$ cat src/rtl/lprt_pkg.sv
`timescale 1ns / 1ps

package lprt_pkg;

  localparam int TABLE_ENTRIES = 16;

  localparam logic [1:0] CMD_ADD    = 2'd0;
  localparam logic [1:0] CMD_REMOVE = 2'd1;
  localparam logic [1:0] CMD_LOOKUP = 2'd2;

  localparam logic [1:0] ST_OK        = 2'd0;
  localparam logic [1:0] ST_FULL      = 2'd1;
  localparam logic [1:0] ST_NOT_FOUND = 2'd2;

  // stored route, valid bit kept apart
  typedef struct packed {
    logic [31:0] net;
    logic [31:0] mask;
    logic [31:0] hop;
    logic [3:0]  iface;
    logic [5:0]  ones;
  } route_t;

  // what a cell hands back to its left neighbor on remove
  typedef struct packed {
    logic   valid;
    route_t route;
  } slot_t;

  // request walking down the chain, one cell per cycle
  typedef struct packed {
    logic        active;
    logic [1:0]  cmd;
    logic [31:0] addr;
    logic [31:0] mask;
    logic [31:0] hop;
    logic [3:0]  iface;
    logic [5:0]  ones;
    logic        hit;
    logic [31:0] best_hop;
    logic [3:0]  best_iface;
    logic [5:0]  best_ones;
  } token_t;

  function automatic logic [3:0] ones8(input logic [7:0] v);
    logic [3:0] n;
    n = 4'd0;
    for (int b = 0; b < 8; b++) begin
      n = n + {3'd0, v[b]};
    end
    return n;
  endfunction

  function automatic logic [5:0] ones32(input logic [31:0] v);
    logic [4:0] lo;
    logic [4:0] hi;
    lo = {1'b0, ones8(v[7:0])} + {1'b0, ones8(v[15:8])};
    hi = {1'b0, ones8(v[23:16])} + {1'b0, ones8(v[31:24])};
    return {1'b0, lo} + {1'b0, hi};
  endfunction

endpackage

$ cat src/rtl/lprt_cell.sv
`timescale 1ns / 1ps

module lprt_cell
  import lprt_pkg::*;
(
  input  logic   clk,
  input  logic   rst,
  input  token_t tok_in,
  input  slot_t  nb_in,
  output slot_t  slot_out,
  output token_t tok_out
);

  logic   valid;
  logic   valid_next;
  route_t route;
  route_t route_next;
  token_t tok_next;
  logic   rm_match;
  logic   lk_match;

  assign slot_out.valid = valid;
  assign slot_out.route = route;

  assign rm_match = valid && (route.net == tok_in.addr) && (route.mask == tok_in.mask);
  assign lk_match = valid && ((tok_in.addr & route.mask) == route.net);

  always_comb begin
    valid_next = valid;
    route_next = route;
    tok_next   = tok_in;
    if (tok_in.active) begin
      unique case (tok_in.cmd)
        CMD_ADD: begin
          // first free slot takes the route
          if (!tok_in.hit && !valid) begin
            valid_next       = 1'b1;
            route_next.net   = tok_in.addr;
            route_next.mask  = tok_in.mask;
            route_next.hop   = tok_in.hop;
            route_next.iface = tok_in.iface;
            route_next.ones  = tok_in.ones;
            tok_next.hit     = 1'b1;
          end
        end
        CMD_REMOVE: begin
          // from the first match onward every slot pulls its right neighbor
          if (tok_in.hit || rm_match) begin
            valid_next   = nb_in.valid;
            route_next   = nb_in.route;
            tok_next.hit = 1'b1;
          end
        end
        CMD_LOOKUP: begin
          if (lk_match && (!tok_in.hit || route.ones > tok_in.best_ones)) begin
            tok_next.hit        = 1'b1;
            tok_next.best_hop   = route.hop;
            tok_next.best_iface = route.iface;
            tok_next.best_ones  = route.ones;
          end
        end
        default: begin
        end
      endcase
    end
  end

  always_ff @(posedge clk) begin
    if (rst) begin
      valid          <= 1'b0;
      tok_out.active <= 1'b0;
    end else begin
      valid          <= valid_next;
      tok_out.active <= tok_next.active;
    end
  end

  always_ff @(posedge clk) begin
    route      <= route_next;
    tok_out.cmd        <= tok_next.cmd;
    tok_out.addr       <= tok_next.addr;
    tok_out.mask       <= tok_next.mask;
    tok_out.hop        <= tok_next.hop;
    tok_out.iface      <= tok_next.iface;
    tok_out.ones       <= tok_next.ones;
    tok_out.hit        <= tok_next.hit;
    tok_out.best_hop   <= tok_next.best_hop;
    tok_out.best_iface <= tok_next.best_iface;
    tok_out.best_ones  <= tok_next.best_ones;
  end

endmodule

$ cat config.mk
export PLATFORM = sky130hd
export DESIGN_NAME = lprt_cell
export DESIGN_NICKNAME = d
export VERILOG_FILES = /design/src/rtl/lprt_pkg.sv /design/src/rtl/lprt_cell.sv
export SDC_FILE = /design/constraint.sdc
export NUM_CORES = 1
export LEC_CHECK = 0
export BUFFER_PORTS_ARGS = -buffer_cell sky130_fd_sc_hd__clkbuf_2
export CORE_AREA = 8 8 195 197
export DETAILED_ROUTE_END_ITERATION = 7
export DIE_AREA = 0 0 203 205
export HOLD_SLACK_MARGIN = 0.08
export REMOVE_ABC_BUFFERS = 1
export SLEW_MARGIN = 5
export SYNTH_ARGS = -nofsm -noshare
export SYNTH_HDL_FRONTEND = slang
export SYNTH_SLANG_ARGS = --single-unit
export TNS_END_PERCENT = 5
$ cat constraint.sdc
create_clock -name clk -period 35.8 [get_ports clk]
set_input_delay 8.95 -clock clk [delete_from_list [all_inputs] [get_ports clk]]
set_output_delay 8.95 -clock clk [all_outputs]
set_load 0.02 [all_outputs]
**Word level (Yosys, flattened, before mapping)**

Index checks and enable logic that the tools add are counted.
Widths: inputs -> output; s select.

- Bits in registers: 259
- Bits in latches: 0
- RAM bits: 0
- Bits in read-only memories: 0
- Bits of input ports: 261
- Output and inout port bits: 259
- Logic and storage cells: 50
- Memories: 0

- $add $sub $neg: 0
- Multiply operators: 0
- Div/mod/pow operators: 0
- $lt $le $gt $ge: 1
- Eq/ne operators: 7
- Shifts and indexed selects: 0
- Multiplexer cells: 12
- Bitwise logic cells: 1
- Reductions and logical operators: 12

Operator list:

| cell | number |
|---|---|
| $mux 106 | 2 |
| $pmux 106 s2 | 1 |
| $eq 32x32->1 | 3 |
| $mux 43 | 2 |
| $mux 42 | 1 |
| $and 32x32->32 | 1 |
| $gt 6x6->1 | 1 |
| $logic_and 1x1->1 | 5 |
| $mux 1 | 4 |
| $ne 2x2->1 const B | 2 |
| $reduce_and 4->1 | 1 |
| $pmux 1 s3 | 1 |
| $eq 2x1->1 const B | 1 |
| $eq 2x2->1 const B | 1 |
| $logic_not 1->1 | 2 |
| $logic_not 2->1 | 1 |
| $logic_or 1x1->1 | 2 |
| $pmux 1 s2 | 1 |
| $reduce_bool 2->1 | 1 |

**Longest topological paths before layout**

- Word-level depth: 7
- Depth in mapped cells: 9
- Gate-level depth less buffers: 8

**Least setup slack after synthesis**

No wires, ideal clock.

- Path kind: input to register
- From: input tok_in[143] (netlist bit)
- To: register route (netlist bit slot_out[0]), enable pin
- Library setup time: 0.733 ns
- Data arrival time: 17.908 ns
- Required time: 35.067 ns
- Setup slack: 17.159 ns
- Stages: 6
- Path buffers: 0
- Cells stage by stage: xor2_1 nand4b_1 or4_1 nor4_1 nand4_1 a21boi_0

- Word-level cells in the longest chain between the ends: 6

Ends and longest elaborated chain:

| element | RTL line | RTL |
|---|---|---|
| start: declaration | lprt_cell.sv:8 | `input token_t tok_in,` |
| $eq 32x32->1 | lprt_cell.sv:25 | `assign rm_match = valid && (route.net == tok_in.addr) && (route.mask == tok_in.mask);` |
| $logic_and 1x1->1 (2 in a row) | lprt_cell.sv:25 |  |
| $logic_or 1x1->1 | lprt_cell.sv:48 | `if (tok_in.hit \|\| rm_match) begin` |
| $ne 2x2->1 (no source line) | - |  |
| $reduce_and 4->1 (no source line) | - |  |
| end signal: assignment | lprt_cell.sv:79 | `route <= route_next;` |
| end: declaration | lprt_cell.sv:16 | `route_t route;` |

Every way passes these cells.
A chain may end at the register's enable or synchronous reset.

**Worst setup path after layout**

- From: input tok_in[131] (netlist bit)
- To: register route (netlist bit slot_out[18]), enable pin

Same word-level chain as after synthesis.

==> impl_metrics.json <==
{
  "status": "complete, no violations",
  "muxShareOfSynthArea_pct": 18.8,
  "synth_top_area_share_pct": 33.0,
  "max_stage_delay_ns": 0.83,
  "hold_buffers": 0,
  "final_util_pct": 39.3,
  "drtPass1Iterations": 4,
  "grt_pass1_wl_um": 54000,
  "maxCapViolations": 0,
  "grt_start_max_net_pins": 73,
  "via_count": 7309,
  "cts_buffers": 29,
  "crit_end": "slot_out[18]",
  "setup_viol": 0,
  "start_kind": "primary input",
  "dieArea_um2": 41600,
  "detail_route.vias_per_cell": 4.42,
  "finalNetCount": 1436,
  "r2r-end": "slot_out[18]",
  "fp.dieH_um": 205,
  "worst-setup-path-type": "primary input to flip-flop",
  "clockBufferDepth": 3,
  "port_buffers": 519,
  "period_needed_ns": 12.24,
  "synthAdderAreaFrac_pct": 0.778,
  "wl_per_cell_um": 23.2,
  "switchingPower_w": 0.000175,
  "seq_power_share_pct": 46.4,
  "h-tree-depth": 1,
  "skew_ns": 0.0229,
  "postCtsSetupRepairBufs": 0,
  "finalWorstSetupSlack_ns": 23.56,
  "r2r_cells": 8,
  "synthFlopType": "dfxtp_1",
  "synth-edff-count": 106,
  "core-area_um2": 35000,
  "relSlewSlack_pct": 28.0,
  "grt-ovfl-total": 0,
  "p_leak_nw": 6.27,
  "cp-startpoint": "tok_in[131]",
  "r2r_start": "slot_out[56]",
  "crit_slowest_cell": "buf_4",
  "postCtsResizedCells": 0,
  "cp_data_arrival_time_ns": 12.38,
  "synth_seq_cells": 259,
  "num_rows": 69,
  "clock-sinks": 259,
  "rsz0062_at_grt": "no",
  "synthCells": 631,
  "initial_core_util_pct": 27.6,
  "async_flop_share_pct": 0,
  "synth_xor_area_share_pct": 5.81,
  "cp_data_required_time_ns": 35.94,
  "drt-initial-drc-count": 315,
  "synth_top_area_cell": "edfxtp_1",
  "timing.final.max_slew_violations": 0,
  "ir_drop_v": 0.0000361,
  "gp_congestion": 0.819,
  "dp_hpwl_um": 31800,
  "synth_area_um2": 9660,
  "hold_viol": 0,
  "cp_cell_sequence": "clkbuf_2 -> xor2_1 -> nor4_1 -> nand4_1 -> nor4_1 -> nand4_1 -> a21boi_4 -> buf_4 -> buf_4",
  "synth.distinct_cells": 46,
  "drive_gt1_share_pct": 60.5,
  "grt_pass1_vias": 8087,
  "ant_nets": 0,
  "critPathCaptureType": "flip-flop",
  "hold_class": "flip-flop to flip-flop",
  "yosys.area_share.simple_pct": 5.35,
  "power.density_nw_per_um2": 51.5,
  "synth_top_family_by_area": "multiplexers",
  "clock_latency_ns": 0.54,
  "route.detailed.drc": 0,
  "fin_setup_tns_ns": 0,
  "avgSynthCellArea_um2": 15.3,
  "cp_max_fo": 72,
  "ioPinCount": 520,
  "yosys-top-cells-area": "edfxtp_1 (33%), dfxtp_1 (32%), mux2_2 (12%)",
  "synth_compound_area_share_pct": 2.62,
  "synth.top_cells.by_count": "dfxtp_1 (153), edfxtp_1 (106), mux2_2 (106)",
  "yosysMostFrequentCell": "dfxtp_1",
  "antenna_found_initial": 5,
  "whs_ns": 0.503,
  "tightest_slew_ns": 1.08,
  "path_clk_slew_ns": 0.06,
  "pwr-share-clk_pct": 41.8,
  "combPwrFrac_pct": 11.8,
  "ys_seq_area_share_pct": 64.7,
  "grt_usage_pct": 17.4,
  "cts_tree": "yes",
  "dp_slack_ns": 22.98,
  "internal_power_w": 0.000533,
  "die_x_um": 203,
  "p_sw_share_pct": 24.7,
  "wl_um": 38300,
  "root_buffer": "clkbuf_16",
  "period_share_pct": 34.2,
  "areaGrowthSynthToFinish_pct": 42.4,
  "max_freq_mhz": 81.7,
  "reg2reg_slack_ns": 31.63,
  "ys_warn_count": 0
}
[cell usage in the layout (no fill, tap or decap), types with 6 or more instances in the layout]
cell,count
nor4_1,7
nor2b_1,25
inv_1,23
clkbuf_8,7
nand2_1,8
clkbuf_16,30
xor2_1,20
xnor2_1,44
mux2_2,106
clkbuf_2,519
edfxtp_1,106
nand4_1,14
dfxtp_1,153
mux2_4,40
clkbuf_1,6
ha_1,6
[power by group through the flow]
stage	Sequential, W	Combinational [W]	Clock, W
floorplan	0.000351	0.0000268	0
global placement	0.000335	0.0000844	0
detailed placement	0.000335	0.0000850	0
CTS	0.000329	0.0000855	0.000304
global route	0.000330	0.0000892	0.000316
finish	0.000329	0.0000833	0.000296
[per-layer routing]
metal | track usage, % | vias up | share of wire, %
li1 | - | 3380 | -
met1 | 18.8 | 3470 | 37
met2 | 31.2 | 393 | 51
met3 | 5.98 | 60 | 9.1
met4 | 6.55 | 6 | 3.0
met5 | 0 | - | 0.089
[state kept, by name, indices dropped and copies added, names as in the netlist]
| register | cells |
|---|---|
| tok_out | 152 |
| slot_out | 106 |
| valid | 1 |
[worst min-delay path by stage]
stage	start	end	slack (ns)	depth (start not counted)
floorplan	slot_out[0]	tok_out[0]	0.63	1
global placement	slot_out[10]	tok_out[10]	0.48	1
detailed placement	slot_out[36]	tok_out[36]	0.49	1
CTS	slot_out[28]	tok_out[28]	0.49	1
global route	slot_out[28]	tok_out[28]	0.52	1
finish	slot_out[36]	tok_out[36]	0.50	1
[cell families after synthesis]
logic type / count (synthesis)
AOI/OAI and AO/OA: 33
muxes: 148
and+or+nand+nor: 80
xor gates and xnor gates: 64
buffers and inverters: 41
adders and majority gates: 6
DFF: 259
[cell type report]
cell class,count,area (um^2)
well taps,461,577
inverters,24,90.1
repair buffers,524,2640
multi-input cells,331,3240
fillers,3396,21200
clock inverters,10,90.1
flip-flops and latches,259,6250
clock buffers,43,870
diodes,1,2.50
[critical path: cells and delay by family]
kind	cells	cell delay, ns
XOR/XNOR	1	0.18
AND/OR/NAND/NOR	4	1.62
buffers and inverters	3	1.37
AO/OA/AOI/OAI	1	0.16
[stage by stage]
| stage | cells | cell area [um^2] | total power (W) |
|---|---|---|---|
| 2_1_floorplan | 614 | 9560 | 0.000378 |
| 3_3_place_gp | 1599 | 12800 | 0.000419 |
| 3_5_place_dp | 1599 | 12800 | 0.000420 |
| 4_1_cts | 1652 | 13700 | 0.000719 |
| 5_1_grt | 1653 | 13800 | 0.000735 |
| 6_report | 1653 | 13800 | 0.000708 |
Note: power is estimated with default switching activity, not from simulation.
